### src/design/ufc_pkg.sv
package ufc_pkg;

    localparam int QUEUE_COUNT = 64;
    localparam logic [8:0] QUEUE_LIMIT = 9'(QUEUE_COUNT);

    localparam logic [15:0] ETHERTYPE_IPV4 = 16'h0800;
    localparam logic [7:0]  PROTO_UDP      = 8'd17;
    localparam logic [3:0]  IHL_PLAIN   = 4'd5;
    localparam logic [5:0]  MIN_FRAME_LEN = 6'd42;
    localparam logic [5:0]  POS_MAX       = 6'd63;

    localparam logic [5:0] POS_ETYPE_HI = 6'd12;
    localparam logic [5:0] POS_ETYPE_LO = 6'd13;
    localparam logic [5:0] POS_IHL      = 6'd14;
    localparam logic [5:0] POS_PROTO    = 6'd23;
    localparam logic [5:0] POS_DPORT_HI = 6'd36;
    localparam logic [5:0] POS_DPORT_LO = 6'd37;

    localparam int EVQ_DEPTH   = 2;
    localparam int EVQ_PTR_W   = $clog2(EVQ_DEPTH);
    localparam int EVQ_COUNT_W = $clog2(EVQ_DEPTH + 1);

    typedef struct packed {
        logic [7:0] frame_byte;
        logic       last_byte;
        logic [5:0] rx_queue;
    } t_in_item;

    typedef struct packed {
        logic        verdict;
        logic [5:0]  target_queue;
        logic [63:0] redirected_count;
        logic [63:0] mismatch_count;
    } t_out_item;

    typedef enum logic [1:0] {
        CLS_UNCOUNTED,
        CLS_MISMATCH,
        CLS_MATCH
    } t_cls;

    // One classified frame handed from the parser to the counter stage
    typedef struct packed {
        t_cls       cls;
        logic       queue_ok;
        logic [5:0] queue;
    } t_event;

    typedef struct packed {
        logic valid;
        logic full;
    } t_evq_status;

endpackage

### src/design/ufc_front.sv
module ufc_front
    import ufc_pkg::*;
(
    input  logic        i_clk,
    input  logic        i_rst_n,
    input  logic        i_cfg_wr_en,
    input  logic [15:0] i_cfg_wr_data,
    input  logic        i_accept,
    input  t_in_item    i_item,
    output logic        o_push,
    output t_event      o_event
);

    logic [15:0] r_match_port;
    logic [5:0]  r_pos, n_pos;
    logic [15:0] r_ether_type, n_ether_type;
    logic [3:0]  r_ihl, n_ihl;
    logic [7:0]  r_proto, n_proto;
    logic [15:0] r_dport, n_dport;

    logic [5:0]  cap_pos;
    logic [15:0] cap_ether_type;
    logic [3:0]  cap_ihl;
    logic [7:0]  cap_proto;
    logic [15:0] cap_dport;
    logic        frame_ok;

    // captures including the current byte
    always_comb begin
        cap_pos        = r_pos;
        cap_ether_type = r_ether_type;
        cap_ihl        = r_ihl;
        cap_proto      = r_proto;
        cap_dport      = r_dport;
        if (r_pos < POS_MAX) begin
            cap_pos = r_pos + 6'd1;
            unique case (r_pos)
                POS_ETYPE_HI: cap_ether_type[15:8] = i_item.frame_byte;
                POS_ETYPE_LO: cap_ether_type[7:0]  = i_item.frame_byte;
                POS_IHL:      cap_ihl              = i_item.frame_byte[3:0];
                POS_PROTO:    cap_proto            = i_item.frame_byte;
                POS_DPORT_HI: cap_dport[15:8]      = i_item.frame_byte;
                POS_DPORT_LO: cap_dport[7:0]       = i_item.frame_byte;
                default: ;
            endcase
        end
    end

    always_comb begin
        frame_ok = (cap_pos >= MIN_FRAME_LEN) && (cap_ether_type == ETHERTYPE_IPV4)
                && (cap_proto == PROTO_UDP) && (cap_ihl == IHL_PLAIN);

        o_event.queue    = i_item.rx_queue;
        o_event.queue_ok = ({3'b000, i_item.rx_queue} < QUEUE_LIMIT);
        if (!frame_ok) begin
            o_event.cls = CLS_UNCOUNTED;
        end else if (cap_dport != r_match_port) begin
            o_event.cls = CLS_MISMATCH;
        end else begin
            o_event.cls = CLS_MATCH;
        end
        o_push = i_accept && i_item.last_byte;
    end

    always_comb begin
        n_pos        = r_pos;
        n_ether_type = r_ether_type;
        n_ihl        = r_ihl;
        n_proto      = r_proto;
        n_dport      = r_dport;
        if (i_accept) begin
            if (i_item.last_byte) begin
                n_pos        = '0;
                n_ether_type = '0;
                n_ihl        = '0;
                n_proto      = '0;
                n_dport      = '0;
            end else begin
                n_pos        = cap_pos;
                n_ether_type = cap_ether_type;
                n_ihl        = cap_ihl;
                n_proto      = cap_proto;
                n_dport      = cap_dport;
            end
        end
    end

    always_ff @(posedge i_clk) begin
        if (!i_rst_n) begin
            r_match_port <= '0;
            r_pos        <= '0;
            r_ether_type <= '0;
            r_ihl        <= '0;
            r_proto      <= '0;
            r_dport      <= '0;
        end else begin
            if (i_cfg_wr_en) begin
                r_match_port <= i_cfg_wr_data;
            end
            r_pos        <= n_pos;
            r_ether_type <= n_ether_type;
            r_ihl        <= n_ihl;
            r_proto      <= n_proto;
            r_dport      <= n_dport;
        end
    end

endmodule

### src/design/ufc_evq.sv
module ufc_evq
    import ufc_pkg::*;
(
    input  logic        i_clk,
    input  logic        i_rst_n,
    input  logic        i_push,
    input  t_event      i_event,
    input  logic        i_pop,
    output t_event      o_event,
    output t_evq_status o_status
);

    t_event                 r_mem [EVQ_DEPTH];
    logic [EVQ_PTR_W-1:0]   r_wr_ptr, n_wr_ptr;
    logic [EVQ_PTR_W-1:0]   r_rd_ptr, n_rd_ptr;
    logic [EVQ_COUNT_W-1:0] r_count, n_count;
    logic                   do_push, do_pop;

    localparam logic [EVQ_COUNT_W-1:0] DEPTH_C = EVQ_COUNT_W'(EVQ_DEPTH);
    localparam logic [EVQ_PTR_W-1:0]   LAST_C  = EVQ_PTR_W'(EVQ_DEPTH - 1);

    always_comb begin
        o_status.valid = (r_count != '0);
        o_status.full  = (r_count == DEPTH_C);
        do_push = i_push && !o_status.full;
        do_pop  = i_pop && o_status.valid;
        o_event = r_mem[r_rd_ptr];

        n_wr_ptr = r_wr_ptr;
        n_rd_ptr = r_rd_ptr;
        n_count  = r_count;
        if (do_push) begin
            n_wr_ptr = (r_wr_ptr == LAST_C) ? '0 : r_wr_ptr + 1'b1;
        end
        if (do_pop) begin
            n_rd_ptr = (r_rd_ptr == LAST_C) ? '0 : r_rd_ptr + 1'b1;
        end
        if (do_push && !do_pop) begin
            n_count = r_count + 1'b1;
        end else if (do_pop && !do_push) begin
            n_count = r_count - 1'b1;
        end
    end

    always_ff @(posedge i_clk) begin
        if (do_push) begin
            r_mem[r_wr_ptr] <= i_event;
        end
    end

    always_ff @(posedge i_clk) begin
        if (!i_rst_n) begin
            r_wr_ptr <= '0;
            r_rd_ptr <= '0;
            r_count  <= '0;
        end else begin
            r_wr_ptr <= n_wr_ptr;
            r_rd_ptr <= n_rd_ptr;
            r_count  <= n_count;
        end
    end

    a_count_bound: assert property (@(posedge i_clk) disable iff (!i_rst_n)
        r_count <= DEPTH_C)
        else $error("event queue overfilled");

    a_ptr_gap: assert property (@(posedge i_clk) disable iff (!i_rst_n)
        (r_count == '0 || r_count == DEPTH_C) |-> (r_wr_ptr == r_rd_ptr))
        else $error("event queue pointers out of step with count");

    a_push_pop_hold: assert property (@(posedge i_clk) disable iff (!i_rst_n)
        (do_push && do_pop) |=> (r_count == $past(r_count)))
        else $error("simultaneous push and pop changed count");

endmodule

### src/design/ufc_back.sv
module ufc_back
    import ufc_pkg::*;
(
    input  logic        i_clk,
    input  logic        i_rst_n,
    input  t_event      i_event,
    input  t_evq_status i_evq,
    output logic        o_pop,
    input  logic        i_out_stall,
    output logic        o_out_valid,
    output t_out_item   o_out_data
);

    logic        r_valid, n_valid;
    logic [63:0] r_redir_cnt, n_redir_cnt;
    logic [63:0] r_mism_cnt, n_mism_cnt;
    logic        r_verdict, n_verdict;
    logic [5:0]  r_target, n_target;

    always_comb begin
        o_pop       = i_evq.valid && (!r_valid || !i_out_stall);
        n_valid     = r_valid && i_out_stall;
        n_redir_cnt = r_redir_cnt;
        n_mism_cnt  = r_mism_cnt;
        n_verdict   = r_verdict;
        n_target    = r_target;
        if (o_pop) begin
            n_valid   = 1'b1;
            n_verdict = 1'b0;
            n_target  = '0;
            case (i_event.cls)
                CLS_MISMATCH: n_mism_cnt = r_mism_cnt + 64'd1;
                CLS_MATCH: begin
                    n_redir_cnt = r_redir_cnt + 64'd1;
                    // no such queue: still counted, but the frame passes
                    if (i_event.queue_ok) begin
                        n_verdict = 1'b1;
                        n_target  = i_event.queue;
                    end
                end
                default: ;
            endcase
        end
    end

    always_ff @(posedge i_clk) begin
        if (!i_rst_n) begin
            r_valid     <= 1'b0;
            r_redir_cnt <= '0;
            r_mism_cnt  <= '0;
        end else begin
            r_valid     <= n_valid;
            r_redir_cnt <= n_redir_cnt;
            r_mism_cnt  <= n_mism_cnt;
        end
    end

    always_ff @(posedge i_clk) begin
        r_verdict <= n_verdict;
        r_target  <= n_target;
    end

    always_comb begin
        o_out_valid                 = r_valid;
        o_out_data.verdict          = r_verdict;
        o_out_data.target_queue     = r_target;
        o_out_data.redirected_count = r_redir_cnt;
        o_out_data.mismatch_count   = r_mism_cnt;
    end

    a_no_pop_while_held: assert property (@(posedge i_clk) disable iff (!i_rst_n)
        (r_valid && i_out_stall) |-> !o_pop)
        else $error("popped an event while result was stalled");

    a_redir_step: assert property (@(posedge i_clk) disable iff (!i_rst_n)
        !$stable(r_redir_cnt) |-> $past(o_pop) && (r_redir_cnt == $past(r_redir_cnt) + 64'd1))
        else $error("redirect counter moved without a match");

    a_mism_step: assert property (@(posedge i_clk) disable iff (!i_rst_n)
        !$stable(r_mism_cnt) |-> $past(o_pop) && (r_mism_cnt == $past(r_mism_cnt) + 64'd1))
        else $error("mismatch counter moved without a mismatch");

endmodule

### src/design/udp_port_frame_classifier_top.sv
// Channel   Direction  Handshake                  Payload
// in        input      i_in_valid / o_in_stall    i_in_data  (t_in_item, one frame byte)
// out       output     o_out_valid / i_out_stall  o_out_data (t_out_item, one per frame)
// cfg       input      i_cfg_wr_en                i_cfg_wr_data (match_port)
//
// One frame byte is taken every cycle while o_in_stall is low; the parser finishes
// a frame on its last byte. The edge that takes the last byte writes the event queue;
// the output register pops it, making the verdict valid, when empty or not stalled.
// o_in_stall rises only when the two-entry event queue is full, i.e. two verdicts
// wait behind a stalled output.
// Synchronous active-low reset clears the parser, counters and match_port.
module udp_port_frame_classifier_top
    import ufc_pkg::*;
(
    input  logic        i_clk,
    input  logic        i_rst_n,
    input  logic        i_cfg_wr_en,
    input  logic [15:0] i_cfg_wr_data,
    input  logic        i_in_valid,
    output logic        o_in_stall,
    input  t_in_item    i_in_data,
    output logic        o_out_valid,
    input  logic        i_out_stall,
    output t_out_item   o_out_data
);

    logic        in_accept;
    logic        push;
    logic        pop;
    t_event      front_event;
    t_event      queued_event;
    t_evq_status evq_status;

    assign o_in_stall = evq_status.full;
    assign in_accept  = i_in_valid && !o_in_stall;

    ufc_front u_front (
        .i_clk         (i_clk),
        .i_rst_n       (i_rst_n),
        .i_cfg_wr_en   (i_cfg_wr_en),
        .i_cfg_wr_data (i_cfg_wr_data),
        .i_accept      (in_accept),
        .i_item        (i_in_data),
        .o_push        (push),
        .o_event       (front_event)
    );

    ufc_evq u_evq (
        .i_clk    (i_clk),
        .i_rst_n  (i_rst_n),
        .i_push   (push),
        .i_event  (front_event),
        .i_pop    (pop),
        .o_event  (queued_event),
        .o_status (evq_status)
    );

    ufc_back u_back (
        .i_clk       (i_clk),
        .i_rst_n     (i_rst_n),
        .i_event     (queued_event),
        .i_evq       (evq_status),
        .o_pop       (pop),
        .i_out_stall (i_out_stall),
        .o_out_valid (o_out_valid),
        .o_out_data  (o_out_data)
    );

endmodule

### config.mk
export PLATFORM = sky130hd
export DESIGN_NAME = udp_port_frame_classifier_top
export DESIGN_NICKNAME = d
export VERILOG_FILES = /design/src/design/ufc_pkg.sv /design/src/design/ufc_front.sv /design/src/design/ufc_evq.sv /design/src/design/ufc_back.sv /design/src/design/udp_port_frame_classifier_top.sv
export SDC_FILE = /design/constraint.sdc
export NUM_CORES = 1
export LEC_CHECK = 0
export ABC_AREA = 1
export BUFFER_PORTS_ARGS = -buffer_cell sky130_fd_sc_hd__buf_4
export CORE_MARGIN = 2
export CORE_UTILIZATION = 50
export DETAILED_ROUTE_END_ITERATION = 12
export GPL_TIMING_DRIVEN = 0
export PLACE_DENSITY = 0.71
export SLEW_MARGIN = 20
export SYNTH_ARGS = -nofsm -noshare
export SYNTH_HDL_FRONTEND = slang
export SYNTH_SLANG_ARGS = --single-unit
### constraint.sdc
create_clock -name i_clk -period 6.6 [get_ports i_clk]
set_clock_uncertainty 0.2 [all_clocks]
set_input_delay 0.99 -clock i_clk [delete_from_list [all_inputs] [get_ports i_clk]]
set_output_delay 0.99 -clock i_clk [all_outputs]
set_load 0.05 [all_outputs]
Yosys cells after proc, flatten, opt, wreduce, memory -nomap -nowiden --
Memory sizes are Yosys's and may differ from the RTL's. A register that Yosys moved wholly into a read port is not among the register bits. Index checks and enable logic that the tools add are counted.
Word-level totals: memories 1, output and inout port bits 137, latch bits 0, bits in writable memories 16, bits in read-only memories 0, flip-flop bits (word level) 206
Memories:
- u_evq.r_mem | depth 2, width 8, rd ports 1, clocked after memory_dff 1, write ports 1, RTL line ufc_evq.sv:13 | t_event r_mem [EVQ_DEPTH];
Cells by class: multiplexer cells 28, div/mod/pow operators 0, eq/ne operators 13, multipliers 0, bitwise logic cells 0, shifts and indexed selects 0, add/subtract/negate cells 7, $lt $le $gt $ge 2, reductions and logical operators 22
Operator list (number):
- adder 64 x 1 -> 64 bit, second input constant | 2
- 2-to-1 mux 16 bit | 4
- 2-to-1 mux 8 bit | 7
- == test 6 x 4 -> 1 bit, second input constant | 3
- == test 16 x 12 -> 1 bit, second input constant | 1
- inequality test 16 bit | 1
- == test 6 bit, second input constant | 2
- 2-to-1 mux 4 bit | 3
- 2-to-1 mux 6 bit | 2
- logical AND 1 bit | 11
- == test 8 x 5 -> 1 bit, second input constant | 1
- 2-to-1 mux 1 bit | 8
- 2-to-1 mux 2 bit | 4
- adder 6 x 1 -> 6 bit, second input constant | 1
- == test 6 x 5 -> 1 bit, second input constant | 1
- >= comparator 6 bit, second input constant | 1
- less-than comparator 6 bit, second input constant | 1
- AND reduction 2 bit | 3
- logical NOT 1 bit | 5
- == test 2 bit, second input constant | 2
- == test 4 x 3 -> 1 bit, second input constant | 1
- nonzero test 2 bit | 2
- adder 1 bit, second input constant | 2
- adder 2 x 1 -> 2 bit, second input constant | 1
- 3 further kinds | 3

Longest topological paths before layout --
depth in word-level cells 9, depth in mapped cells 15

By module --
Synthesis repeated with hierarchy kept, for this count alone.
Unflattened totals: cells, all modules 2046, area total of the unflattened synthesis 12956.2 um2
By module, submodules not included:
- ufc_back | area each 8122.8 um2, instances 1, cells each 1330
- ufc_front | area each 3928.8 um2, instances 1, cells each 649
- ufc_evq | area each 894.6 um2, instances 1, cells each 65
- udp_port_frame_classifier_top | area each 10.0 um2, instances 1, cells each 2

Least setup slack after synthesis --
Ideal clock, no wire load.
path kind in2reg, start input port i_out_stall, end register u_back.r_mism_cnt[56], arrival 2117 ps, buffers on the path 1, stages on the path 11, required time 6272 ps, path slack 4155 ps, library setup time 128 ps, cell sequence nand2_1 -> o21ai_4 -> inv_4 -> nand3_4 -> buf_6 -> nor2_2 -> nand2_2 -> nor2_4 -> nand3_1 -> nand2_1 -> nor2_1
On the way: longest elaborated chain between the ends 4
Ends and longest elaborated chain:
- start, declared | RTL line udp_port_frame_classifier_top.sv:23 | input logic i_out_stall,
- logical NOT 1 bit | RTL line ufc_back.sv:21 | o_pop = i_evq.valid && (!r_valid || !i_out_stall);
- logical OR 1 bit | RTL line ufc_back.sv:21
- logical AND 1 bit | RTL line ufc_back.sv:21
- named net pop | RTL line udp_port_frame_classifier_top.sv:29 | logic pop;
- AND reduction 2 bit (no source line)
- end signal, assigned | RTL line ufc_back.sv:54 | r_mism_cnt <= n_mism_cnt;
- end, declared | RTL line ufc_back.sv:16 | logic [63:0] r_mism_cnt, n_mism_cnt;
The timed path passes the listed nets, and every way through them passes these cells. A chain may end at the register's enable or synchronous reset.

==> flow_summary.yaml <==
routing:
  dr.pass1.iters: 5
  routed_wl_um: 38800
  drt_iter0_drc: 1289
  post-route-drc-count: 0
  wl_per_cell_um: 15.2
  vias: 13487
  vias_per_cell: 5.29
  ant_nets: 0
logic_synthesis:
  synth_cells: 2004
  synth_warnings: 0
  seq_area_frac_synth_pct: 37.1
  synth_area_sq_mm: 0.0127
  synth_seq_cells: 223
  synth.avg_cell_area_sq_um: 6.32
  synth_cell_types: 47
  syn-num-nets: 2047
pwr:
  ir_worst_vdd_uv: 240
  p_clk_share_pct: 39.8
  p_seq_share_pct: 43.4
  leakage_nw: 5.97
  combinationalPowerShare_pct: 16.8
  switchingPower_mw: 1.02
  finalPower_mw: 3.38
  intPower_mw: 2.36
  sw_frac_of_total_pct: 30.2
  powerDensity_mw_per_mm2: 223
die:
  std_cell_rows: 58
  fp.dieH_um: 163
  core_area_sq_mm: 0.0250
  dieArea_sq_mm: 0.0266
  die_w_um: 163
  pin_count: 173
  start_util_pct: 50.6
clock_network:
  cts_buffer_depth: 3
  cts_resized: 0
  postCtsSetupBuffers: 0
  clockRootBuffer: "clkbuf_16"
  cts_tree: "done"
  cts.sinks: 223
  numCtsBuffers: 25
  hold_buffers: 0
  htreeDepth: 1
  clkSlewWorstSetupHoldPaths_ps: 60
  clock_latency_ps: 530
grt:
  antenna_found_initial: 0
  grtUsageMet2_pct: 47.1
  busiest_layer: "met2"
  grt_overflow: 0
  grt_pass1_vias: 12485
  grt_use_met1_pct: 40.0
  grt.total_usage_pct: 28.9
  use_met3_pct: 3.33
  grt_max_degree: 13
  grt_pass1_wl_um: 62200
layout:
  final_cell_mix: "nand2_1, nor2_1, inv_1"
  num_antenna_cells: 0
  final_common_cell: "nand2_1"
  final_cell_area_sq_mm: 0.0151
  drive_gt1_share_pct: 13.3
  layout.nets: 2246
  areaGrowthSynthToFinish_pct: 19.6
setup_path:
  r2r_end: "u_evq.r_mem[0][6]"
  ff2ff_path_depth: 14
  cp-start-kind: "register"
  crit_path_max_fanout: 10
  worstPathRequired_ps: 6650
  criticalPathCategory: "reg2reg"
  slowest_delay_ps: 340
  crit_chain: "inv_1 -> ha_1 -> nand3_1 -> nor2_1 -> buf_2 -> nand2_1 -> nand2_1 -> nand2_1 -> nand2_1 -> nand2_1 -> nor2_1 -> nand2_1 -> nor2_1 -> nor2_1"
  rr_startpoint: "u_front.r_pos[0]"
  crit_top_cell: "nand2_1"
  slowest_stage: "dfxtp_1"
  critPathArrivalTime_ps: 2820
  cp.buffers_inverters: 2
  path_delay_family: "simple AND/OR/NAND/NOR gates"
  r2r_slack_ps: 3830
  critPathCaptureType: "register"
placed_design:
  port_buffers: 172
  gp_congestion: 0.979
  dp_hpwl_um: 29800
  place_area_sq_mm: 0.0144
timing:
  worst_slew_pin_slew_ps: 814
  max_freq_ghz: 0.361
  fin_crit_sh_pct: 41.9
  setup-tns-final_ps: 0
  finalMaxSlewViolations: 0
  finalSetupViolations: 0
  hold-worst-slack_ps: 265
  fin_crit_ps: 2770
  rsz0062_at_grt: "no"
  slew-limit-headroom_pct: 45.7
  final_hold_viol_count: 0
min_path:
  holdCritStartpoint: "u_front.r_proto[0]"
  hold_end: "u_front.r_proto[0]"
  min_path_cells: 2
  hold_path_class: "reg2reg"
status:
  outcome: "complete, no violations"
flow_run:
  drv_cap: 0
-- registers in the layout, summed over array words and instances, names as in the netlist, 8 cells and up, named ones only --
| signal | cells |
|---|---|
| u_evq.r_mem | 16 |
| u_front.r_match_port | 16 |
| u_back.r_redir_cnt | 64 |
| u_front.r_proto | 8 |
| u_front.r_ether_type | 16 |
| u_front.r_dport | 16 |
| u_back.r_mism_cnt | 64 |
-- power groups by stage --
stage	Clock (mW)	Sequential [mW]	Combinational (mW)
after floorplan	0	1.57	0.308
after global placement	0	1.49	0.557
after detailed placement	0	1.50	0.567
after CTS	1.36	1.47	0.569
after global routing	1.41	1.47	0.615
final	1.35	1.46	0.569
-- routing by layer --
layer | wire length [um] | up-vias
met4 | 1080 | 0
met2 | 17400 | 557
met5 | 0 | -
met3 | 3200 | 82
met1 | 17200 | 6086
li1 | - | 6762
-- synthesized netlist by cell type (all sizes together) --
cell	number	share of area, %
o211ai	1	0.059
and3b	2	0.14
nor2b	1	0.049
nor2	345	11
o21bai	1	0.059
buf	21	0.98
o22ai	22	1.1
nor3b	2	0.12
nor4	2	0.099
nor3	55	2.4
inv	244	7.3
a31oi	4	0.20
a21oi	123	4.9
o21ai	99	4.0
a22oi	1	0.059
dfxtp	200	32
nand3b	7	0.51
xnor2	12	0.83
nand3	108	4.8
nand4	23	1.1
xor2	21	1.5
o21a	5	0.30
a21o	1	0.059
ha	7	0.69
and3	3	0.15
clkbuf	29	0.86
clkinv	3	0.099
edfxtp	23	5.5
nand2	639	19
-- per-stage QoR --
stage	std cells	setup WS [ps]	util [%]
after floorplan	2004	4160	-
after detailed placement	2506	3620	57.4
final	2551	3830	60.5
after CTS	2551	3920	60.5
after global routing	2551	3630	60.5
after global placement	2506	3670	57.4
-- layout make-up --
cell class	count	area, sq um
timing repair buffer	172	1290
clock buffer	33	696
buffer	50	233
tap	330	413
clock inverter	12	82.6
fill	2487	9890
inverter	247	936
sequential	223	4690
multi-input combinational	1484	6800
-- worst max path at each step --
stage | startpoint | to | slack [ps] | cells past startpoint
3_3_place_gp | i_out_stall | u_back.r_mism_cnt[61] | 3670 | 11
4_1_cts | u_front.r_pos[0] | u_evq.r_mem[0][6] | 3920 | 14
2_1_floorplan | i_out_stall | u_back.r_mism_cnt[56] | 4160 | 11
6_report | u_front.r_pos[0] | u_evq.r_mem[0][6] | 3830 | 14
3_5_place_dp | i_out_stall | u_back.r_mism_cnt[53] | 3620 | 11
5_1_grt | u_front.r_pos[1] | u_evq.r_mem[0][6] | 3630 | 14
-- cell families after synthesis --
family / count (synthesis) / synth area share (%)
simple gates: 1187 / 40.1
buf+inv: 297 / 9.23
compound gates: 257 / 10.7
flops: 223 / 37.1
xor+xnor: 33 / 2.28
fa+ha+maj: 7 / 0.691
-- worst min-delay path, cell delays in order (launching register included) --
cell and delay, ps:
dfxtp_1 310, nand2_1 60, a21oi_1 50
(Power assumes the default switching activity.)
